### src/rtl/core/cosine_similarity_stream_defines.svh
// assertion macros for the cosine similarity stream block
// used by files that assert; expects clk and arst_n in scope
`ifndef COSINE_SIMILARITY_STREAM_DEFINES_SVH
`define COSINE_SIMILARITY_STREAM_DEFINES_SVH

// same-cycle implication
`define CSIM_ASSERT_NOW(lbl, ante, cons, msg) \
	lbl: assert property (@(posedge clk) disable iff (!arst_n) (ante) |-> (cons)) \
		else $error(msg);

// next-cycle implication
`define CSIM_ASSERT_NEXT(lbl, ante, cons, msg) \
	lbl: assert property (@(posedge clk) disable iff (!arst_n) (ante) |=> (cons)) \
		else $error(msg);

`endif

### src/rtl/core/csim_pkg.sv
// shared types and constants for the cosine similarity stream block
// no dependencies
package csim_pkg;

	localparam int IN_W = 16;
	localparam int SIM_W = 16;
	localparam int ACC_W = 48;
	localparam int FRAC_W = 15;

	localparam int QUEUE_DEPTH = 2;
	localparam int QPTR_W = (QUEUE_DEPTH > 1) ? $clog2(QUEUE_DEPTH) : 1;

	localparam int SQ_ROOT_W = ACC_W / 2;
	localparam int SQ_REM_W = SQ_ROOT_W + 2;
	localparam int SQRT_STEPS = SQ_ROOT_W;

	localparam int QUOT_W = SIM_W + 1;
	localparam int DIV_STEPS = QUOT_W;
	localparam int NUM_W = ACC_W + FRAC_W;
	localparam int DSR_W = ACC_W + QUOT_W - 1;
	localparam int CNT_W = $clog2(SQRT_STEPS);

	localparam logic [QUOT_W-1:0] POS_LIM = QUOT_W'(2 ** (SIM_W - 1) - 1);
	localparam logic [QUOT_W-1:0] NEG_LIM = QUOT_W'(2 ** (SIM_W - 1));
	localparam logic [SIM_W-1:0] SIM_MAX = {1'b0, {(SIM_W - 1){1'b1}}};
	localparam logic [SIM_W-1:0] SIM_MIN = {1'b1, {(SIM_W - 1){1'b0}}};

	typedef struct packed {
		logic signed [ACC_W-1:0] dot;
		logic [ACC_W-1:0] sum_xx;
		logic [ACC_W-1:0] sum_yy;
	} sums_t;

	typedef enum logic [2:0] {
		BK_IDLE,
		BK_SQRT,
		BK_MUL,
		BK_CHECK,
		BK_DIV,
		BK_FIN
	} back_state_t;

endpackage

### src/rtl/core/csim_queue.sv
// short queue of finished sums between front and back
// depends on csim_pkg
module csim_queue import csim_pkg::*; (
	input  logic  clk,
	input  logic  arst_n,
	input  logic  push,
	input  sums_t push_data,
	input  logic  pop,
	output sums_t pop_data,
	output logic  empty,
	output logic  full
);

	localparam int QCNT_W = $clog2(QUEUE_DEPTH + 1);

	sums_t entry_q [QUEUE_DEPTH];
	logic [QPTR_W-1:0] wr_ptr_q, rd_ptr_q;
	logic [QCNT_W-1:0] count_q;
	logic do_push, do_pop;

	assign empty = (count_q == '0);
	assign full = (count_q == QCNT_W'(QUEUE_DEPTH));
	assign do_push = push && !full;
	assign do_pop = pop && !empty;
	assign pop_data = entry_q[rd_ptr_q];

	function automatic logic [QPTR_W-1:0] ptr_inc(input logic [QPTR_W-1:0] p);
		return (p == QPTR_W'(QUEUE_DEPTH - 1)) ? '0 : p + 1'b1;
	endfunction

	always_ff @(posedge clk or negedge arst_n) begin
		if (!arst_n) begin
			wr_ptr_q <= '0;
			rd_ptr_q <= '0;
			count_q <= '0;
		end else begin
			if (do_push) begin
				wr_ptr_q <= ptr_inc(wr_ptr_q);
			end
			if (do_pop) begin
				rd_ptr_q <= ptr_inc(rd_ptr_q);
			end
			if (do_push && !do_pop) begin
				count_q <= count_q + 1'b1;
			end else if (do_pop && !do_push) begin
				count_q <= count_q - 1'b1;
			end
		end
	end

	always_ff @(posedge clk) begin
		if (do_push) begin
			entry_q[wr_ptr_q] <= push_data;
		end
	end

endmodule

### config.mk
export PLATFORM = sky130hd
export DESIGN_NAME = csim_queue
export DESIGN_NICKNAME = d
export VERILOG_FILES = /design/src/rtl/core/cosine_similarity_stream_defines.svh /design/src/rtl/core/csim_pkg.sv /design/src/rtl/core/csim_queue.sv
export SDC_FILE = /design/constraint.sdc
export NUM_CORES = 1
export LEC_CHECK = 0
export BUFFER_PORTS_ARGS = -buffer_cell sky130_fd_sc_hd__buf_2
export CAP_MARGIN = 20
export CORE_ASPECT_RATIO = 0.9
export CORE_UTILIZATION = 46
export DETAILED_ROUTE_END_ITERATION = 7
export PLACE_DENSITY = 0.74
export SYNTH_ARGS = -nofsm -noshare
export SYNTH_HDL_FRONTEND = slang
export SYNTH_SLANG_ARGS = --single-unit
### constraint.sdc
create_clock -name clk -period 7.25 [get_ports clk]
set_input_delay 1.45 -clock clk [delete_from_list [all_inputs] [get_ports clk]]
set_output_delay 1.45 -clock clk [all_outputs]
set_load 0.005 [all_outputs]
## Word-level counts from Yosys, hierarchy flattened

Memories as Yosys holds them, arrays and structs flattened.
Cells that the tools add are included.

- Add/sub/neg operators: 4
- Multipliers: 0
- Div/mod/pow operators: 0
- $lt $le $gt $ge: 0
- Equal/unequal tests: 1
- Shifts and indexed selects: 0
- Multiplexer cells: 6
- Bitwise logic cells: 0
- Reductions and logical operators: 10

Operator list:

| kind | number |
|---|---|
| 1-bit logical AND | 4 |
| 1-bit logical NOT | 4 |
| 1-bit 2-to-1 mux | 4 |
| 2-bit 2-to-1 mux | 2 |
| 1-bit adder (second input constant) | 2 |
| 2-bit by 1-bit adder with 2-bit output (second input constant) | 1 |
| 2-bit == test (second input constant) | 1 |
| 2-bit logical NOT | 1 |
| 2-bit nonzero test | 1 |
| 2-bit by 1-bit subtractor with 2-bit output (second input constant) | 1 |

- Flip-flop bits (word level): 4
- Latch bits: 0
- RAM bits: 288
- Memory bits (read-only): 0
- Output and inout port bits: 146
- Word-level logic and storage cells: 25
- Memories kept: 1

Memory list:

| name | depth | width | rd ports | clocked after Yosys merged registers in | write ports | RTL line | text |
|---|---|---|---|---|---|---|---|
| entry_q | 2 | 144 | 1 | 0 | 1 | csim_queue.sv:16 | `sums_t entry_q [QUEUE_DEPTH];` |

## Logic depth before layout (Yosys ltp)

- Depth in word-level cells: 7
- Gate-level depth with buffers: 7

## Least setup slack after synthesis

OpenSTA, ideal clock, no wires.

- Kind: in2reg
- Start: input port push
- End: memory entry_q[0][0] in the netlist's numbering, enable pin
- Library setup time: 0.649 ns
- Arrival time: 7.518 ns
- Slack: -0.917 ns
- Stages on the path: 2
- Cell sequence: nand2_1 -> nor2_1

- Word-level cells in the longest chain between the ends: 3

Ends and longest elaborated chain:

| what | RTL line | text |
|---|---|---|
| start: declaration | csim_queue.sv:6 | `input logic push,` |
| 1-bit logical AND | csim_queue.sv:23 | `assign do_push = push && !full;` |
| 1-bit 2-to-1 mux | csim_queue.sv:52 | `if (do_push) begin` |
| 1-bit 2-to-1 mux (not written as such) | csim_queue.sv:53 | `entry_q[wr_ptr_q] <= push_data;` |
| end: declaration | csim_queue.sv:16 |  |

No other way between the ends.

==> results.toml <==
[outcome]
outcome = "complete, no violations"

[min_path]
hold_class = "flip-flop to flip-flop"
hold-path-cell-count = 1

[floorplanning]
die_area_sq_mm = 0.0240
rows = 52
ios = 294
die_w_um = 163
coreArea_sq_mm = 0.0227
die_h_um = 147
start_util_pct = 47.5

[synthesis]
syn-num-nets = 616
synth_fa_ha_area_share_pct = 0.116
seq_area_frac_synth_pct = 81.2
synth-simple-area-share_pct = 0.255
synth-compound-area-share_pct = 0.0464
synthXorXnorAreaFrac_pct = 0.406
ys_ff_latch = 292
syn_area_sq_mm = 0.0108
synth_top_family_by_area = "multiplexers"
syn_inst = 467
syn_avg_cell_area_sq_um = 23.1
synthMuxAreaShare_pct = 16.8
ys_types = 15
ys_warn_count = 0

[detailed_routing]
wirelength_mm = 20.3
drc = 0
num_vias = 5413
ant_nets = 0
drtIter0Drc = 255
drt_pass1_iterations = 4
wl_per_cell_um = 18.5
via_per_inst = 4.92

[worst_setup_path]
critical_path_class = "flip-flop to primary output"
worst-path-buf-inv = 2
cp-start-kind = "flip-flop"
slowest_delay_ns = 0.66
path_delay_family = "flip-flops"
rr_worst_depth = 4
required_ns = 5.80
crit_chain = "buf_12 -> mux2_2 -> buf_2"
cp_max_fo = 120
cp.arrival_ns = 2.57
crit_path_top_delay_cell = "dfrtp_4"
cp-end-kind = "primary output"
path_depth = 3

[job]
max_cap_viol_count = 0

[power]
peakVddDrop_mv = 0.421
p_total_mw = 5.39
leakage_nw = 5.19
power.density_mw_per_mm2 = 399

[sta]
max_freq_ghz = 0.249
report.final.slew_viol_count = 0
skew_ns = 0.0145
post-route-period-util_pct = 55.5
setup_viol = 0
rsz0062_at_grt = "false"
finalCriticalPeriod_ns = 4.02
worst_slew_pin_slew_ns = 0.948
finalSetupTns_ns = 0
hold_violations = 0
slew_headroom_pct = 36.8

[layout]
area_growth_pct = 25.3
nFillCells = 1676
num-nets-final = 929
drive_gt1_share_pct = 60.8

[placed_design]
gp_congestion = 0.712
io_buffers = 293
dpl.hpwl_mm = 13.3

[global_route]
track_usage_pct = 16.3
grt_max_degree = 121
first_global_vias = 5587
grt_overflow = 0
antenna_found_initial = 5
grt_first_pass_wirelength_mm = 29.7

[clocking]
post_cts_buffers = 0
cts_sinks = 292
cts_resized = 0
cts_hold_buffers = 0
cts_buffer_depth = 3
insertion_delay_ns = 0.54
cts-root-buf = "clkbuf_16"
clk_pin_slew_ns = 0.06
cts_tree = "yes"
cts_made_buffers = 29
htreeDepth = 1
## synth_stat cells
master,count,area [sq um]
ha_1,1,12.5
nor2_1,3,11.3
dfrtp_1,4,100
xnor2_1,3,26.3
inv_1,2,7.51
and3_1,1,6.26
mux2_4,50,751
nand2b_1,1,6.26
xor2_1,2,17.5
edfxtp_1,288,8650
buf_6,7,78.8
o21ai_0,1,5.00
nand2_1,1,3.75
buf_2,9,45.0
mux2_2,94,1060
## cell type report
class	instances	area (sq um)	share of cell area, %
Inverter	2	7.51	0.0556
Antenna cell	3	7.51	0.0556
Clock inverter	17	191	1.42
Timing Repair Buffer	298	1520	11.2
Sequential cell	292	8750	64.8
Clock buffer	35	748	5.54
Multi-Input combinational cell	157	1910	14.1
Tap cell	297	372	2.75
## worst paths after layout
check | startpoint | end | slack, ns
max | rd_ptr_q | pop_data[31] | 3.23
min | count_q[1] | count_q[1] | 0.55
max reg2reg | count_q[0] | entry_q[0][69] | 4.62
min reg2reg | count_q[1] | count_q[1] | 0.55
max in group asynchronous | arst_n | rd_ptr_q | 6.41
min in group asynchronous | arst_n | wr_ptr_q | 0.71
## state kept, by name (all words and copies together), names as in the netlist
register	cells
count_q	2
wr_ptr_q	1
entry_q	288
rd_ptr_q	1
## cell usage in the layout (no fill, tap or decap), drive strengths merged, types with 2 or more instances in the layout
master / instances
buf: 298
xor2: 2
clkbuf: 35
edfxtp: 288
bufinv: 4
clkinvlp: 3
diode: 3
clkinv: 9
xnor2: 3
dfrtp: 4
nor2: 3
inv: 3
mux2: 144
## power by group
group | total [mW] | internal [mW] | leakage [nW] | switching, mW
registers | 2.43 | 2.31 | 2.72 | 0.114
logic | 1.49 | 0.763 | 2.02 | 0.730
clock network | 1.47 | 0.874 | 0.452 | 0.593
total | 5.39 | 3.95 | 5.19 | 1.44
## cell families (layout without fill, tap and decap cells)
kind of cell / count (synthesis) / count (layout)
fa+ha+maj: 1 / 1
compound gates: 1 / 1
mux: 144 / 144
buf+inv: 18 / 352
flops: 292 / 292
other cells: 0 / 3
simple gates: 6 / 6
xor+xnor: 5 / 5
## per-layer routing
metal	global-route usage (%)	share of wire [%]	up-vias
met2	27.4	48	236
li1	-	-	2491
met1	18.5	38	2639
met3	7.14	11	43
met5	0	0.11	-
met4	5.14	2.8	4
## through the flow
stage / setup slack (ns) / area (sq um) / hold WS, ns / cells / util [%]
after global routing: 3.18 / 13500 / 0.576 / 1099 / 59.5
final: 3.23 / 13500 / 0.547 / 1101 / 59.5
after global placement: 3.67 / 12600 / 0.513 / 1046 / 55.3
after detailed placement: 3.68 / 12600 / 0.531 / 1046 / 55.3
after CTS: 3.29 / 13500 / 0.546 / 1098 / 59.4
after floorplan: 1.52 / 10800 / 0.479 / 467 / -
Power figures use the tool's default switching activity.
