`config.mk`:
```
export PLATFORM = sky130hd
export DESIGN_NAME = csim_front_flat
export DESIGN_NICKNAME = d
export VERILOG_FILES = /design/src/rtl/core/cosine_similarity_stream_defines.svh /design/src/rtl/core/csim_pkg.sv /design/src/rtl/core/csim_if.sv /design/src/rtl/core/csim_front.sv /design/src/flat_wrapper.sv
export SDC_FILE = /design/constraint.sdc
export NUM_CORES = 2
export LEC_CHECK = 0
export BUFFER_PORTS_ARGS = -buffer_cell sky130_fd_sc_hd__buf_2
export CORE_ASPECT_RATIO = 0.7
export CORE_MARGIN = 2
export CORE_UTILIZATION = 50
export CTS_CLUSTER_SIZE = 20
export DETAILED_ROUTE_END_ITERATION = 7
export PLACE_DENSITY = 0.69
export SLEW_MARGIN = 20
export SYNTH_ARGS = -nofsm -noshare
export SYNTH_HDL_FRONTEND = slang
export SYNTH_SLANG_ARGS = --single-unit
export TNS_END_PERCENT = 30
```
`constraint.sdc`:
```
create_clock -name clk -period 4.15 [get_ports clk]
set_input_delay 0.83 -clock clk [delete_from_list [all_inputs] [get_ports clk]]
set_output_delay 0.83 -clock clk [all_outputs]
set_load 0.05 [all_outputs]
```
`src/rtl/core/cosine_similarity_stream_defines.svh`:
```
// assertion macros for the cosine similarity stream block
// used by files that assert; expects clk and arst_n in scope
`ifndef COSINE_SIMILARITY_STREAM_DEFINES_SVH
`define COSINE_SIMILARITY_STREAM_DEFINES_SVH

// same-cycle implication
`define CSIM_ASSERT_NOW(lbl, ante, cons, msg) \
	lbl: assert property (@(posedge clk) disable iff (!arst_n) (ante) |-> (cons)) \
		else $error(msg);

// next-cycle implication
`define CSIM_ASSERT_NEXT(lbl, ante, cons, msg) \
	lbl: assert property (@(posedge clk) disable iff (!arst_n) (ante) |=> (cons)) \
		else $error(msg);

`endif

```
`src/rtl/core/csim_pkg.sv`:
```
// shared types and constants for the cosine similarity stream block
// no dependencies
package csim_pkg;

	localparam int IN_W = 16;
	localparam int SIM_W = 16;
	localparam int ACC_W = 48;
	localparam int FRAC_W = 15;

	localparam int QUEUE_DEPTH = 2;
	localparam int QPTR_W = (QUEUE_DEPTH > 1) ? $clog2(QUEUE_DEPTH) : 1;

	localparam int SQ_ROOT_W = ACC_W / 2;
	localparam int SQ_REM_W = SQ_ROOT_W + 2;
	localparam int SQRT_STEPS = SQ_ROOT_W;

	localparam int QUOT_W = SIM_W + 1;
	localparam int DIV_STEPS = QUOT_W;
	localparam int NUM_W = ACC_W + FRAC_W;
	localparam int DSR_W = ACC_W + QUOT_W - 1;
	localparam int CNT_W = $clog2(SQRT_STEPS);

	localparam logic [QUOT_W-1:0] POS_LIM = QUOT_W'(2 ** (SIM_W - 1) - 1);
	localparam logic [QUOT_W-1:0] NEG_LIM = QUOT_W'(2 ** (SIM_W - 1));
	localparam logic [SIM_W-1:0] SIM_MAX = {1'b0, {(SIM_W - 1){1'b1}}};
	localparam logic [SIM_W-1:0] SIM_MIN = {1'b1, {(SIM_W - 1){1'b0}}};

	typedef struct packed {
		logic signed [ACC_W-1:0] dot;
		logic [ACC_W-1:0] sum_xx;
		logic [ACC_W-1:0] sum_yy;
	} sums_t;

	typedef enum logic [2:0] {
		BK_IDLE,
		BK_SQRT,
		BK_MUL,
		BK_CHECK,
		BK_DIV,
		BK_FIN
	} back_state_t;

endpackage

```
`src/rtl/core/csim_if.sv`:
```
// item channel interfaces: element pairs in, similarity results out
// depends on csim_pkg
interface csim_in_if import csim_pkg::*; ();
	logic valid;
	logic ready;
	logic signed [IN_W-1:0] x_elem;
	logic signed [IN_W-1:0] y_elem;
	logic last;

	modport source(output valid, output x_elem, output y_elem, output last, input ready);
	modport sink(input valid, input x_elem, input y_elem, input last, output ready);
endinterface


```
`src/rtl/core/csim_front.sv`:
```
// front end: registered products and saturating running sums
// depends on csim_pkg and csim_in_if; pushes finished sums to the queue
module csim_front import csim_pkg::*; #(
	parameter int ELEM_WIDTH = 16
) (
	input  logic           clk,
	input  logic           arst_n,
	csim_in_if.sink        elems,
	output logic           push,
	output sums_t          push_data,
	input  logic           q_full
);

	localparam int PW = 2 * ELEM_WIDTH;
	localparam logic signed [ACC_W-1:0] CROSS_MAX = {1'b0, {(ACC_W - 1){1'b1}}};
	localparam logic signed [ACC_W-1:0] CROSS_MIN = {1'b1, {(ACC_W - 1){1'b0}}};

	logic signed [ELEM_WIDTH-1:0] xe, ye;
	logic signed [PW-1:0] xy_s1;
	logic [PW-1:0] xx_s1, yy_s1;
	logic last_s1, valid_s1;
	logic advance;

	logic signed [ACC_W-1:0] acc_cross_q;
	logic [ACC_W-1:0] acc_xx_q, acc_yy_q;
	logic signed [ACC_W:0] cross_sum;
	logic [ACC_W:0] xx_sum, yy_sum;
	sums_t next_sums;

	assign xe = elems.x_elem[ELEM_WIDTH-1:0];
	assign ye = elems.y_elem[ELEM_WIDTH-1:0];

	assign advance = !(valid_s1 && last_s1 && q_full);
	assign elems.ready = advance;

	always_ff @(posedge clk or negedge arst_n) begin
		if (!arst_n) begin
			valid_s1 <= 1'b0;
		end else if (advance) begin
			valid_s1 <= elems.valid;
		end
	end

	always_ff @(posedge clk) begin
		if (advance && elems.valid) begin
			xy_s1 <= xe * ye;
			xx_s1 <= xe * xe;
			yy_s1 <= ye * ye;
			last_s1 <= elems.last;
		end
	end

	always_comb begin
		cross_sum = (ACC_W + 1)'(acc_cross_q) + (ACC_W + 1)'(xy_s1);
		xx_sum = {1'b0, acc_xx_q} + (ACC_W + 1)'(xx_s1);
		yy_sum = {1'b0, acc_yy_q} + (ACC_W + 1)'(yy_s1);

		if (cross_sum[ACC_W] != cross_sum[ACC_W-1]) begin
			next_sums.dot = cross_sum[ACC_W] ? CROSS_MIN : CROSS_MAX;
		end else begin
			next_sums.dot = cross_sum[ACC_W-1:0];
		end
		next_sums.sum_xx = xx_sum[ACC_W] ? {ACC_W{1'b1}} : xx_sum[ACC_W-1:0];
		next_sums.sum_yy = yy_sum[ACC_W] ? {ACC_W{1'b1}} : yy_sum[ACC_W-1:0];
	end

	assign push = valid_s1 && last_s1 && !q_full;
	assign push_data = next_sums;

	always_ff @(posedge clk or negedge arst_n) begin
		if (!arst_n) begin
			acc_cross_q <= '0;
			acc_xx_q <= '0;
			acc_yy_q <= '0;
		end else if (valid_s1 && advance) begin
			if (last_s1) begin
				acc_cross_q <= '0;
				acc_xx_q <= '0;
				acc_yy_q <= '0;
			end else begin
				acc_cross_q <= next_sums.dot;
				acc_xx_q <= next_sums.sum_xx;
				acc_yy_q <= next_sums.sum_yy;
			end
		end
	end

endmodule

```
`src/flat_wrapper.sv`:
```
// flat-port wrapper written by rule: the top's interface ports become plain ports
module csim_front_flat import csim_pkg::*;
#(
	parameter int ELEM_WIDTH = 16
)
  (clk, arst_n, push, push_data, q_full, elems_valid, elems_x_elem, elems_y_elem, elems_last, elems_ready);
  csim_in_if elems_i ();
  input  logic clk;
  input  logic arst_n;
  output logic push;
  output sums_t push_data;
  input  logic q_full;
  input wire logic [$bits(elems_i.valid)-1:0] elems_valid;
  input wire logic [$bits(elems_i.x_elem)-1:0] elems_x_elem;
  input wire logic [$bits(elems_i.y_elem)-1:0] elems_y_elem;
  input wire logic [$bits(elems_i.last)-1:0] elems_last;
  output wire logic [$bits(elems_i.ready)-1:0] elems_ready;
  assign elems_i.valid = elems_valid;
  assign elems_i.x_elem = elems_x_elem;
  assign elems_i.y_elem = elems_y_elem;
  assign elems_i.last = elems_last;
  assign elems_ready = elems_i.ready;
  csim_front #(.ELEM_WIDTH(ELEM_WIDTH)) u_core (.clk(clk), .arst_n(arst_n), .elems(elems_i), .push(push), .push_data(push_data), .q_full(q_full));
endmodule
```
# Yosys cells after proc, flatten, opt, wreduce, memory -nomap -nowiden
# Index checks and enable logic that the tools add are counted.
# W data, S select, Z words.
dict set report classes {
  addsub 3
  n_mul 3
  n_eq_ne 1
  mux 7
  reduce_logical 7
}
# operator count
set op_table {}
lappend op_table {{$mux W48} 7}
lappend op_table {{$add A48 B32 Y49} 3}
lappend op_table {{$mul A16 B16 Y32} 3}
lappend op_table {{$logic_and A1 B1 Y1} 5}
lappend op_table {{$logic_not A1 Y1} 2}
lappend op_table {{$ne A1 B1 Y1} 1}
dict set report totals {
  ff_bits 242
  in_bits 37
  out_inout_bits 146
  elab_cells 29
}

# Logic depth before layout (Yosys ltp)
dict set report logic_depth {
  ltp_word 4
  mapped_depth 25
  ltp_nobuf 24
}

# Worst setup path after synthesis
# No wires, ideal clock.
dict set report synth_path {
  kind {input to register}
  from {input elems_y_elem[1]}
  to {register u_core.xy_s1[30] (data pin)}
  setup_time_ns 0.260
  arrival_time_ns 6.918
  required_ns 3.890
  slack_ns -3.028
  stages 21
  path_buffers 2
  path_cell_list {clkbuf_1 > clkbuf_1 > nand2_1 > fa_1 > fa_1 > fa_1 > inv_1 > fa_1 > fa_1 > inv_1 > fa_1 > inv_1 > ha_1 > a21o_1 > or4_1 > a2111oi_0 > nor2_1 > a2111oi_0 > o41ai_1 > a21boi_0 > xnor2_1}
}
dict set report synth_via {
  elab_chain_cells 1
}
# element line
set synth_lines {}
lappend synth_lines {{start: declaration} flat_wrapper.sv:15} ;# input wire logic [$bits(elems_i.y_elem)-1:0] elems_y_elem;
lappend synth_lines {{$mul A16 B16 Y32} csim_front.sv:46} ;# xy_s1 <= xe * ye;
lappend synth_lines {{end signal: assignment} csim_front.sv:46}
lappend synth_lines {{end: declaration} csim_front.sv:19} ;# logic signed [PW-1:0] xy_s1;
# No other way between the ends.
# A chain may end at the register's enable or synchronous reset.

# Final worst setup path
dict set report layout_path {
  from {input elems_y_elem[9]}
  to {register u_core.yy_s1[28] (data pin)}
}
dict set report layout_via {
  elab_chain_cells 1
}
# element line
set layout_lines {}
lappend layout_lines {{$mul A16 B16 Y32} csim_front.sv:48} ;# yy_s1 <= ye * ye;
lappend layout_lines {{end signal: assignment} csim_front.sv:48}
lappend layout_lines {{end: declaration} csim_front.sv:20} ;# logic [PW-1:0] xx_s1, yy_s1;
# No other way between the ends.

==> results_dict.tcl <==
set metrics [dict create \
    outcome "complete, but fails checks" \
    violations "negative setup slack" \
    crit_required_ps 4500 \
    netlist_area_sq_um 44200 \
    dp_hpwl_microns 100000 \
    synth_cell_type_count 82 \
    antenna_found_initial 2 \
    fillers 6665 \
    min_path_type "input pin to async pin" \
    synth_edf_count 95 \
    syn-num-nets 6028 \
    portBuffers 182 \
    cts_tree "yes" \
    async_flop_share 0.604 \
    cts_hold_buffers 0 \
    layout-drive-gt1-share 0.307 \
    cp_slowest_cell "fa_1" \
    worst_slew_pin_slew_ps 1020 \
    initialDrtViolationCount 3203 \
    synth-main-ff-cell "dfrtp_1" \
    syn_avg_cell_area_sq_um 9.05 \
    ys_ff_latch 240 \
    clk_latency_ps 630 \
    crit_chain "buf_12 -> buf_8 -> buf_6 -> and2_4 -> fa_1 -> inv_1 -> fa_2 -> fa_1 -> fa_1 -> inv_1 -> fa_1 -> fa_1 -> ha_4 -> a21o_1 -> a221oi_4 -> o31ai_2 -> a21oi_2 -> buf_4 -> a211oi_2 -> a211oi_2 -> buf_4 -> o21bai_1 -> a21oi_1 -> xnor2_1" \
    drc 0 \
    rsz0062_at_grt "true" \
    num_vias 38128 \
    numCtsBuffers 30 \
    yosysTopAreaCell "fa_1" \
    htreeDepth 1 \
    grt_start_max_net_pins 88 \
    cp_data_arrival_time_ps 6400 \
    place_congestion 0.929 \
    ys_warn_count 0 \
    fin_crit_sh 1.46 \
    die_h_microns 253 \
    dp.cells 6877 \
    grt_overflow 0 \
    die_area_sq_um 90800 \
    finalSetupViolCount 220 \
    hold_violations 0 \
    crit_top_cell "fa_1" \
    setup_ws_ps -1890 \
    antenna_left 0 \
    synthToLayoutAreaGrowth_pct 33.5 \
    fin_skew_ps 26.6 \
    grt_first_pass_wirelength_microns 206000 \
    routed_wl_microns 128000 \
    drv_cap 0 \
    fmax_mhz 166 \
    instances_no_fill 7088 \
    clk_path_buf_depth 3 \
    ys_seq_area_frac 0.147 \
    cp.buffers_inverters 7 \
    die_x_microns 359 \
    cp_top_family "adder cells" \
    cpPeakStageDelay_ps 590 \
    critPathMaxFanout 5 \
    dr.pass1.iters 8 \
    clk_pin_slew_worst_paths_ps 60 \
    crit_path_start_kind "input pin" \
    synth_top_area_share 0.331 \
    period_minus_slack_ps 6040 \
    end_kind "flip-flop" \
    netlist_instances 4882 \
    max_slew_margin 0.322 \
    ios 183 \
    core_area_sq_um 87800 \
    drt-vias-per-instance 5.38 \
    synth_area_leaders "fa_1 (33%), ha_1 (11%), dfrtp_1 (8.2%)" \
    ctsRootBufferMaster "clkbuf_16" \
    rows 91 \
    track_usage 0.281 \
    start_util 0.503 \
    maxSlewViolCount 0 \
    path_class "input pin to flip-flop" \
    nets 7047 \
    cts_num_sinks 240 \
    wl_per_cell_microns 18.0 \
    first_global_vias 39223 \
]
layer usage:
| layer | vias to the layer above | GRT usage | part of all wire |
|---|---|---|---|
| li1 | 17741 | - | - |
| met4 | 2 | 0.0511 | 0.019 |
| met1 | 18971 | 0.421 | 0.46 |
| met2 | 1257 | 0.433 | 0.44 |
| met5 | - | 0 | 0.00010 |
| met3 | 157 | 0.0436 | 0.081 |
per-stage QoR:
stage          utilization  TNS (ps)  instance area, sq um  setup WS (ps)  hold slack (ps)
2_1_floorplan            -   -145320                 45000          -2460              456
3_3_place_gp         0.605   -181860                 53100          -2780              471
3_5_place_dp         0.605   -189310                 53100          -2890              478
4_1_cts              0.653   -172120                 57300          -1850              340
5_1_grt              0.672   -206110                 59000          -2040              352
6_report             0.672   -174220                 59000          -1890              323
cell usage after synthesis (27+ instances only):
library cell / number
dfrtp_1: 145
fa_1: 730
clkbuf_1: 190
nand2_1: 510
nor2_1: 191
xor2_1: 52
and3_1: 44
xnor2_1: 165
nand2b_1: 40
edfxtp_1: 95
a21o_1: 94
nand3_1: 60
a22o_1: 66
ha_1: 379
inv_1: 959
a211oi_1: 27
o21ai_0: 179
nor3_1: 53
nand4_1: 29
a21oi_1: 246
and2_1: 211
o21a_1: 34
flip-flops by register name, indices dropped and copies added (netlist names):
register and cells:
u_core.acc_xx_q 48, u_core.xx_s1 31, u_core.valid_s1 1, u_core.last_s1 1, u_core.yy_s1 31, u_core.acc_yy_q 48, u_core.xy_s1 32, u_core.acc_cross_q 48
kinds of logic after synthesis:
family / share of synthesized area
and+or+nand+nor: 0.132
buffers and inverters: 0.0995
adders and majority gates: 0.444
AOI/OAI and AO/OA: 0.130
DFF: 0.147
xor gates and xnor gates: 0.0430
muxes: 0.00431
layout make-up:
type	count	area (sq um)	share of cell area
tap	1162	1450	0.0247
multi-input combinational	3474	35900	0.608
clock inverter	18	253	0.00429
inverter	966	3680	0.0624
sequential	240	6480	0.110
timing repair buffer	1189	10400	0.176
antenna	1	2.50	0.0000424
clock buffer	38	853	0.0145
worst paths after layout:
kind                                            start                      to  slack (ps)  depth (start not counted)
worst min-delay path                           arst_n  u_core.acc_cross_q[38]         320                          1
min in group clk                           elems_last          u_core.last_s1         370                          1
max in group asynchronous                      arst_n     u_core.acc_yy_q[16]        2830                          2
worst max register to register        u_core.xx_s1[3]     u_core.acc_xx_q[28]         630                         14
worst max-delay path                  elems_y_elem[9]        u_core.yy_s1[28]       -1890                         24
worst min register to register  u_core.acc_cross_q[9]   u_core.acc_cross_q[9]         490                          2
timing repair:
| item | CTS | global route |
|---|---|---|
| gates resized for setup | 585 | 346 |
| setup endpoints to repair | 220 | 220 |
| pin swaps | 261 | 204 |
| setup buffers | 102 | 66 |
| gates cloned | 7 | 3 |
layout by cell type (no fill, tap or decap), types with 45 or more instances in the layout:
cell type,synthesis,final
a22o_1,66,66
inv_2,1,82
xnor2_1,165,148
and2_4,0,45
nand2_1,510,459
buf_2,5,111
fa_1,730,672
a21o_1,94,94
buf_12,0,57
fa_2,0,58
ha_4,0,51
edfxtp_1,95,95
a21oi_1,246,206
buf_4,1,850
ha_1,379,314
and2_1,211,166
inv_1,959,872
nand3_1,60,54
dfrtp_1,145,145
buf_6,0,114
nor2_1,191,154
xor2_1,52,50
o21ai_0,179,145
Power is not shown: default switching activity piles up to over one toggle a cycle in this logic, so the estimate is an artifact.
