[config.mk]
export PLATFORM = sky130hd
export DESIGN_NAME = csim_back_flat
export DESIGN_NICKNAME = d
export VERILOG_FILES = /design/src/rtl/core/cosine_similarity_stream_defines.svh /design/src/rtl/core/csim_pkg.sv /design/src/rtl/core/csim_if.sv /design/src/rtl/core/csim_back.sv /design/src/flat_wrapper.sv
export SDC_FILE = /design/constraint.sdc
export NUM_CORES = 2
export LEC_CHECK = 0
export BUFFER_PORTS_ARGS = -buffer_cell sky130_fd_sc_hd__buf_2
export CAP_MARGIN = 0
export CORE_UTILIZATION = 62
export CTS_BUF_LIST = sky130_fd_sc_hd__clkbuf_4
export DETAILED_ROUTE_END_ITERATION = 10
export PLACE_DENSITY = 0.81
export SLEW_MARGIN = 10
export SYNTH_ARGS = -nofsm -noshare
export SYNTH_HDL_FRONTEND = slang
export SYNTH_SLANG_ARGS = --single-unit
[constraint.sdc]
create_clock -name clk -period 15 [get_ports clk]
set_clock_uncertainty 0.1 [all_clocks]
set_input_delay 0.75 -clock clk [delete_from_list [all_inputs] [get_ports clk]]
set_output_delay 0.75 -clock clk [all_outputs]
set_load 0.02 [all_outputs]
[src/rtl/core/cosine_similarity_stream_defines.svh]
// assertion macros for the cosine similarity stream block
// used by files that assert; expects clk and arst_n in scope
`ifndef COSINE_SIMILARITY_STREAM_DEFINES_SVH
`define COSINE_SIMILARITY_STREAM_DEFINES_SVH

// same-cycle implication
`define CSIM_ASSERT_NOW(lbl, ante, cons, msg) \
	lbl: assert property (@(posedge clk) disable iff (!arst_n) (ante) |-> (cons)) \
		else $error(msg);

// next-cycle implication
`define CSIM_ASSERT_NEXT(lbl, ante, cons, msg) \
	lbl: assert property (@(posedge clk) disable iff (!arst_n) (ante) |=> (cons)) \
		else $error(msg);

`endif

[src/rtl/core/csim_pkg.sv]
// shared types and constants for the cosine similarity stream block
// no dependencies
package csim_pkg;

	localparam int IN_W = 16;
	localparam int SIM_W = 16;
	localparam int ACC_W = 48;
	localparam int FRAC_W = 15;

	localparam int QUEUE_DEPTH = 2;
	localparam int QPTR_W = (QUEUE_DEPTH > 1) ? $clog2(QUEUE_DEPTH) : 1;

	localparam int SQ_ROOT_W = ACC_W / 2;
	localparam int SQ_REM_W = SQ_ROOT_W + 2;
	localparam int SQRT_STEPS = SQ_ROOT_W;

	localparam int QUOT_W = SIM_W + 1;
	localparam int DIV_STEPS = QUOT_W;
	localparam int NUM_W = ACC_W + FRAC_W;
	localparam int DSR_W = ACC_W + QUOT_W - 1;
	localparam int CNT_W = $clog2(SQRT_STEPS);

	localparam logic [QUOT_W-1:0] POS_LIM = QUOT_W'(2 ** (SIM_W - 1) - 1);
	localparam logic [QUOT_W-1:0] NEG_LIM = QUOT_W'(2 ** (SIM_W - 1));
	localparam logic [SIM_W-1:0] SIM_MAX = {1'b0, {(SIM_W - 1){1'b1}}};
	localparam logic [SIM_W-1:0] SIM_MIN = {1'b1, {(SIM_W - 1){1'b0}}};

	typedef struct packed {
		logic signed [ACC_W-1:0] dot;
		logic [ACC_W-1:0] sum_xx;
		logic [ACC_W-1:0] sum_yy;
	} sums_t;

	typedef enum logic [2:0] {
		BK_IDLE,
		BK_SQRT,
		BK_MUL,
		BK_CHECK,
		BK_DIV,
		BK_FIN
	} back_state_t;

endpackage

[src/rtl/core/csim_if.sv]


interface csim_out_if import csim_pkg::*; ();
	logic valid;
	logic ready;
	logic signed [SIM_W-1:0] similarity;
	logic zero_norm;
	logic saturated;

	modport source(output valid, output similarity, output zero_norm, output saturated,
		input ready);
	modport sink(input valid, input similarity, input zero_norm, input saturated,
		output ready);
endinterface

[src/rtl/core/csim_back.sv]
// back end: two bit-serial square roots, one multiply, a restoring divide
// depends on csim_pkg and csim_out_if; takes sums from the queue
module csim_back import csim_pkg::*; (
	input  logic       clk,
	input  logic       arst_n,
	input  sums_t      pop_data,
	input  logic       q_empty,
	output logic       pop,
	csim_out_if.source result
);

	back_state_t state_q, state_d;
	logic [CNT_W-1:0] cnt_q;
	logic [ACC_W-1:0] vx_q, vy_q;
	logic [SQ_REM_W-1:0] remx_q, remy_q;
	logic [SQ_ROOT_W-1:0] rootx_q, rooty_q;
	logic [SQ_REM_W+SQ_ROOT_W-1:0] stepx, stepy;
	logic neg_q, zero_q;
	logic [ACC_W-1:0] mag_q, den_q;
	logic [NUM_W-1:0] drem_q;
	logic [DSR_W-1:0] dsr_q;
	logic [QUOT_W-1:0] quot_q;
	logic ovf, load_out;
	logic signed [SIM_W-1:0] sim_val;
	logic sat_val;
	logic out_valid_q, out_zero_q, out_sat_q;
	logic signed [SIM_W-1:0] out_sim_q;

	function automatic logic [SQ_REM_W+SQ_ROOT_W-1:0] sqrt_step(
		input logic [SQ_REM_W-1:0] rem,
		input logic [1:0] pair,
		input logic [SQ_ROOT_W-1:0] root
	);
		logic [SQ_REM_W+1:0] sh, trial;
		sh = {rem, pair};
		trial = {2'b00, root, 2'b01};
		if (sh >= trial) begin
			return {SQ_REM_W'(sh - trial), root[SQ_ROOT_W-2:0], 1'b1};
		end
		return {SQ_REM_W'(sh), root[SQ_ROOT_W-2:0], 1'b0};
	endfunction

	assign stepx = sqrt_step(remx_q, vx_q[ACC_W-1:ACC_W-2], rootx_q);
	assign stepy = sqrt_step(remy_q, vy_q[ACC_W-1:ACC_W-2], rooty_q);
	assign ovf = {2'b00, mag_q, {FRAC_W{1'b0}}} >= {den_q, {QUOT_W{1'b0}}};

	always_ff @(posedge clk or negedge arst_n) begin
		if (!arst_n) begin
			state_q <= BK_IDLE;
		end else begin
			state_q <= state_d;
		end
	end

	always_comb begin
		state_d = state_q;
		pop = 1'b0;
		load_out = 1'b0;
		case (state_q)
			BK_IDLE: begin
				if (!q_empty) begin
					pop = 1'b1;
					state_d = BK_SQRT;
				end
			end
			BK_SQRT: begin
				if (cnt_q == CNT_W'(SQRT_STEPS - 1)) begin
					state_d = BK_MUL;
				end
			end
			BK_MUL: begin
				state_d = BK_CHECK;
			end
			BK_CHECK: begin
				state_d = (den_q == '0 || ovf) ? BK_FIN : BK_DIV;
			end
			BK_DIV: begin
				if (cnt_q == CNT_W'(DIV_STEPS - 1)) begin
					state_d = BK_FIN;
				end
			end
			BK_FIN: begin
				if (!out_valid_q || result.ready) begin
					load_out = 1'b1;
					state_d = BK_IDLE;
				end
			end
			default: begin
				state_d = BK_IDLE;
			end
		endcase
	end

	always_ff @(posedge clk) begin
		case (state_q)
			BK_IDLE: begin
				vx_q <= pop_data.sum_xx;
				vy_q <= pop_data.sum_yy;
				neg_q <= pop_data.dot[ACC_W-1];
				mag_q <= pop_data.dot[ACC_W-1] ? ~pop_data.dot + 1'b1 : pop_data.dot;
				remx_q <= '0;
				remy_q <= '0;
				rootx_q <= '0;
				rooty_q <= '0;
				cnt_q <= '0;
			end
			BK_SQRT: begin
				{remx_q, rootx_q} <= stepx;
				{remy_q, rooty_q} <= stepy;
				vx_q <= {vx_q[ACC_W-3:0], 2'b00};
				vy_q <= {vy_q[ACC_W-3:0], 2'b00};
				cnt_q <= cnt_q + 1'b1;
			end
			BK_MUL: begin
				den_q <= rootx_q * rooty_q;
			end
			BK_CHECK: begin
				cnt_q <= '0;
				zero_q <= (den_q == '0);
				drem_q <= {mag_q, {FRAC_W{1'b0}}};
				dsr_q <= {den_q, {(QUOT_W - 1){1'b0}}};
				quot_q <= (den_q != '0 && ovf) ? {QUOT_W{1'b1}} : '0;
			end
			BK_DIV: begin
				if ({1'b0, drem_q} >= dsr_q) begin
					drem_q <= drem_q - dsr_q[NUM_W-1:0];
					quot_q <= {quot_q[QUOT_W-2:0], 1'b1};
				end else begin
					quot_q <= {quot_q[QUOT_W-2:0], 1'b0};
				end
				dsr_q <= dsr_q >> 1;
				cnt_q <= cnt_q + 1'b1;
			end
			default: begin
			end
		endcase
	end

	always_comb begin
		sim_val = '0;
		sat_val = 1'b0;
		if (!zero_q) begin
			if (!neg_q) begin
				if (quot_q > POS_LIM) begin
					sim_val = SIM_MAX;
					sat_val = 1'b1;
				end else begin
					sim_val = quot_q[SIM_W-1:0];
				end
			end else begin
				if (quot_q > NEG_LIM) begin
					sim_val = SIM_MIN;
					sat_val = 1'b1;
				end else begin
					sim_val = SIM_W'(~quot_q + 1'b1);
				end
			end
		end
	end

	always_ff @(posedge clk or negedge arst_n) begin
		if (!arst_n) begin
			out_valid_q <= 1'b0;
		end else if (load_out) begin
			out_valid_q <= 1'b1;
		end else if (result.ready) begin
			out_valid_q <= 1'b0;
		end
	end

	always_ff @(posedge clk) begin
		if (load_out) begin
			out_sim_q <= sim_val;
			out_zero_q <= zero_q;
			out_sat_q <= sat_val;
		end
	end

	assign result.valid = out_valid_q;
	assign result.similarity = out_sim_q;
	assign result.zero_norm = out_zero_q;
	assign result.saturated = out_sat_q;

endmodule

[src/flat_wrapper.sv]
// flat-port wrapper written by rule: the top's interface ports become plain ports
module csim_back_flat import csim_pkg::*;
  (clk, arst_n, pop_data, q_empty, pop, result_valid, result_similarity, result_zero_norm, result_saturated, result_ready);
  csim_out_if result_i ();
  input  logic clk;
  input  logic arst_n;
  input  sums_t pop_data;
  input  logic q_empty;
  output logic pop;
  output wire logic [$bits(result_i.valid)-1:0] result_valid;
  output wire logic [$bits(result_i.similarity)-1:0] result_similarity;
  output wire logic [$bits(result_i.zero_norm)-1:0] result_zero_norm;
  output wire logic [$bits(result_i.saturated)-1:0] result_saturated;
  input wire logic [$bits(result_i.ready)-1:0] result_ready;
  assign result_valid = result_i.valid;
  assign result_similarity = result_i.similarity;
  assign result_zero_norm = result_i.zero_norm;
  assign result_saturated = result_i.saturated;
  assign result_i.ready = result_ready;
  csim_back u_core (.clk(clk), .arst_n(arst_n), .pop_data(pop_data), .q_empty(q_empty), .pop(pop), .result(result_i));
endmodule
== After elaboration in Yosys (flattened, before gate mapping) ==
Cells that the tools add are included.
Storage, ports and cells
  bits in registers: 465
  latch bits: 0
  bits in writable memories: 0
  ROM bits: 0
  input port bits: 148
  output and inout bits: 20
  logic and storage cells: 100
  memories: 0
Cells by class
  $add $sub $neg: 6
  $mul: 1
  divide/modulo/power cells: 0
  magnitude comparators: 6
  eq/ne operators: 12
  shift-type cells: 0
  muxes and demuxes: 38
  bitwise logic cells: 2
  reduce and logical (&&, ||, !) cells: 15
Operators with widths (number)
  $mux W50: 4
  $pmux W48 S2: 2
  $pmux W64 S2: 1
  $pmux W63 S2: 1
  $pmux W26 S2: 2
  $pmux W24 S2: 2
  $ge A63 B65 Y1: 1
  $ge A63 B64 Y1: 1
  $mux W63: 1
  $sub A63 B63 Y63: 1
  $ge A28 B26 Y1: 2
  $sub A26 B26 Y26: 2
  $add A48 B1 Y48 const B: 1
  $logic_not A48 Y1: 1
  $mul A24 B24 Y48: 1
  $mux W16: 3
  $not A48 Y48: 1
  $reduce_bool A48 Y1: 1
  $mux W47: 1
  $pmux W17 S2: 1
  $pmux W3 S6: 1
  $gt A17 B15 Y1 const B: 1
  $gt A17 B16 Y1 const B: 1
  $mux W17: 1
  other kinds (20): 46

== Logic depth before layout (Yosys ltp) ==
  depth in word-level cells: 5
  depth in mapped cells: 29

== Worst setup path after synthesis ==
No wires, ideal clock.
  path kind: flip-flop to flip-flop
  start point: register u_core.state_q[2]
  end point: register u_core.remx_q[0] (enable)
  arrival time: 8.816 ns
  setup slack: 5.327 ns
  stages on the path, launching flop included: 4
  path buffers: 2
  period minus slack after synthesis: 9.673 ns
  cell sequence: dfrtp_1 > clkbuf_1 > clkbuf_1 > nor2_1
Between the ends
  cells in the longest elaborated chain, start to end: 2
Ends and longest elaborated chain
  start, declared: line csim_back.sv:12  | back_state_t state_q, state_d;
  start signal, assigned: line csim_back.sv:51  | state_q <= state_d;
  $eq A3 B1 Y1 / $logic_not A3 Y1 (equally long branches): line csim_back.sv:95  | case (state_q)
  $reduce_bool A2 Y1 (no line) *
  end signal, assigned: line csim_back.sv:108  | {remx_q, rootx_q} <= stepx;
  end, declared: line csim_back.sv:15  | logic [SQ_REM_W-1:0] remx_q, remy_q;
Every way passes the cells marked *; elsewhere a longest branch is shown, timed or not.
A chain may end at the register's enable or synchronous reset.

== Final worst setup path ==
  start point: register u_core.rootx_q[6]
  end point: register u_core.den_q[44] (data pin)
Between the ends
  cells in the longest elaborated chain, start to end: 1
Ends and longest elaborated chain
  start, declared: line csim_back.sv:16  | logic [SQ_ROOT_W-1:0] rootx_q, rooty_q;
  start signal, assigned: line csim_back.sv:108
  $mul A24 B24 Y48: line csim_back.sv:115  | den_q <= rootx_q * rooty_q;
  end signal, assigned: line csim_back.sv:115
  end, declared: line csim_back.sv:19  | logic [ACC_W-1:0] mag_q, den_q;
No other way between the ends.

==> impl_results.md <==
* Status: complete, no violations
* EDFF count, synth at 461
* Nets at 6030
* Post-route ant nets at 0
* Mapped cell area at between 40000 and 50000 um^2
* Final-report hold violation count at 0
* CTS Hold Bufs at ~120
* CP most frequent cell: fa_1
* Hold WS at ~45 ps
* Ys Warns at 0
* Buffers and inverters on the worst path at 5
* Critical Path Start Type: flop
* Crit-path cells: clkinv_1, nor2_1, fa_1, fa_1, inv_1, fa_1, inv_1, fa_1, fa_1, fa_1, inv_1, fa_1, inv_1, ha_1, a21o_1, a21o_1, a21oi_1, nor2_1, or4_1, a21o_1, a211oi_1, o31a_1, mux2i_1, nand3_1
* Setup CP Type: reg2reg
* Vias/cell at just under 6
* Post-synth net total at 5793
* CTS resizes at 0
* Die area at between 70000 and 80000 um^2
* Share of layout cells above drive strength 1 at 0.08421
* Total wire length at about 130 mm
* Final setup vio count at 0
* DRC at 0
* Min-Delay Path Class: in2reg
* Vias at approximately 36000
* Gr ovfl total at 0
* Actual slew at the worst max-slew pin at ~1300 ps
* Hpwl dp at 91.61 mm
* Worst reg-to-reg path cell count at 24
* Worst path arrival time at between 9000 and 10000 ps
* Critical path endpoint category: flop
* Min Tclk post-route at ~8600 ps
* Synth Register Bits at between 400 and 500
* Worst hold start: pop_data[121]
* Crit path required time at 15630 ps
* Final TNS setup at 0 ps
* Pin count of the biggest net entering global routing at between 150 and 200
* PortBufs at ~170
* First-pass GRT wire length at around 200 mm
* Max Cap Viol at 0
* Die H at between 200 and 300 um
* Area grow syn2layout at 9.674%
* Initial antenna violation count at 3
* Hold endpoint: u_core.mag_q[25]
* Final critical-path share of the clock period at 0.5745
* Largest delay share family, worst path: adder cells
* RD Place Congestion at about 1
* Max Transition Viols Final at 0
* Routed len/inst at about 21 um
* Vias in the first global route at approximately 36000
* RSZ-0062 raised after global routing: false
* Max clock buf depth at 3
* Total GRT Usage at 0.3463
* Mean Syn Cell Area at 9.331 um^2
* RR Endpoint: u_core.den_q[44]
* Clk_lat worst skew at about 1100 ps
* H-tree level count at 4
* Synth async-reset ratio at 0.008602
* Initial Util at 0.6283
* Core area at approximately 72000 um^2
* Peak Freq at approximately 120 MHz
* Fill count at 5477
* Root Buffer: clkbuf_4
* Hold Crit Depth at 2
* Pre-CTS setup slack at roughly 6400 ps
* Top Ports at ~170
* Synth cell types at 82
* Crit-path max cell delay at between 600 and 700 ps
* Drt first pass iters at 8
* Post-CTS setup buffers at 0
* Num CTS Buffers at ~130
* Slowest CP cell: clkinv_1
* Die Wd at roughly 270 um
* Register area share after synthesis at 0.3099
* Synth Instances at just under 5000
* CTS Sinks at 465
* Top_reg_cell synth: edfxtp_1
* Clock transition at path regs at roughly 60 ps
* Reg-to-Reg Start: u_core.rootx_q[6]
* Worst setup margin at between 6000 and 7000 ps
* Critical path fanouts, max at 17
* R2R Setup Slk at around 6400 ps
* Max_slew headroom at 0.1271
* First DRT Iteration DRCs at between 3000 and 4000
* CTS tree: yes
* Site row count at 98
==> cells in the mapped netlist (11+ instances only) <==
library cell  number  area, um^2
nand2_1          784        2943
inv_1            748        2808
nor2_1           528        1982
fa_1             483        9669
edfxtp_1         461       13840
ha_1             340        4254
o21ai_0          190       950.9
clkbuf_1         184       690.7
a21oi_1          177       885.9
xnor2_1          130        1139
a21o_1           124       930.9
xor2_1            62       543.0
mux2i_1           45       450.4
nand3_1           43       215.2
nand4_1           42       262.8
nor3_1            38       190.2
nand2b_1          29       181.4
buf_1             28       105.1
o21bai_1          27       202.7
a31oi_1           25       156.4
nor2b_1           23       143.9
o21a_1            21       157.7
nor4_1            20       125.1
o31ai_1           20       150.1
a211oi_1          18       135.1
and2_1            18       112.6
and3_1            15       93.84
o211ai_1          13       97.59
o21ai_1           13       65.06
o41ai_1           13       113.9
nand4b_1          11       96.34
==> cell usage in the layout (no fill, tap or decap), drive strengths merged, types with 130 or more instances in the layout <==
cell / n
clkbuf: 178
xnor2: 130
fa: 483
edfxtp: 461
nor2: 528
nand2: 784
inv: 758
a21oi: 177
buf: 196
ha: 340
o21ai: 204
==> cell families after synthesis <==
logic type,Yosys count,synth area share
buffers and inverters,970,0.08103
muxes,45,0.01001
adders and majority gates,823,0.3094
xor gates and xnor gates,192,0.03737
and+or+nand+nor,1603,0.1504
AOI/OAI and AO/OA,724,0.1018
DFF,465,0.3099
==> layer usage <==
layer	part of all wire	global-route usage
met5	0	0
met1	0.38	0.4388
met2	0.45	0.5418
met3	0.10	0.09474
met4	0.058	0.1881
==> flip-flops by register name (all words and copies together) (netlist names) <==
signal	flops
u_core.remx_q	26
u_core.result.valid	1
u_core.mag_q	48
u_core.state_q	3
u_core.dsr_q	64
u_core.vy_q	48
u_core.result.saturated	1
u_core.vx_q	48
u_core.neg_q	1
u_core.remy_q	26
u_core.result.similarity	16
u_core.drem_q	63
u_core.zero_q	1
u_core.cnt_q	5
u_core.den_q	48
u_core.rooty_q	24
u_core.quot_q	17
u_core.result.zero_norm	1
u_core.rootx_q	24
==> worst register-to-register path, delay by kind of cell (launching register included) <==
kind | cells | cell delay (ps)
buffers and inverters | 5 | 900
AOI/OAI and AO/OA | 6 | 1500
DFF | 1 | 560
adders and majority gates | 8 | 3920
muxes | 1 | 190
and+or+nand+nor | 4 | 1160
==> stage by stage <==
step,utilization,instance area (um^2),std cells
after CTS,0.6888,49330,6092
after detailed placement,0.6492,46490,5752
after global placement,0.6492,46490,5752
final,0.6891,49350,6100
after global routing,0.6890,49330,6095
after floorplan,-,44990,4822
==> cell type report <==
type,instances,area [um^2],area share
flip-flops and latches,465,13940,0.2826
multi-input cells,3387,27460,0.5565
well taps,950,1189,0.02409
diodes,8,20.02,0.0004057
clock buffers,178,1336,0.02708
inverters,754,2830,0.05735
repair buffers,319,2297,0.04655
clock inverters,39,269.0,0.005451
==> worst max-delay path by stage <==
stage | startpoint | end | slack [ps] | cells past startpoint
2_1_floorplan | u_core.state_q[2] | u_core.remx_q[0] | 5330 | 3
3_3_place_gp | u_core.rootx_q[5] | u_core.den_q[44] | 6580 | 26
3_5_place_dp | u_core.rootx_q[5] | u_core.den_q[44] | 6430 | 26
4_1_cts | u_core.rootx_q[5] | u_core.den_q[44] | 6430 | 26
5_1_grt | u_core.rootx_q[9] | u_core.den_q[43] | 5970 | 26
6_report | u_core.rootx_q[6] | u_core.den_q[44] | 6380 | 24
Power is left out: the tool's default activity adds up to more than one toggle a clock period on the data nets, which glitch-free logic cannot reach.
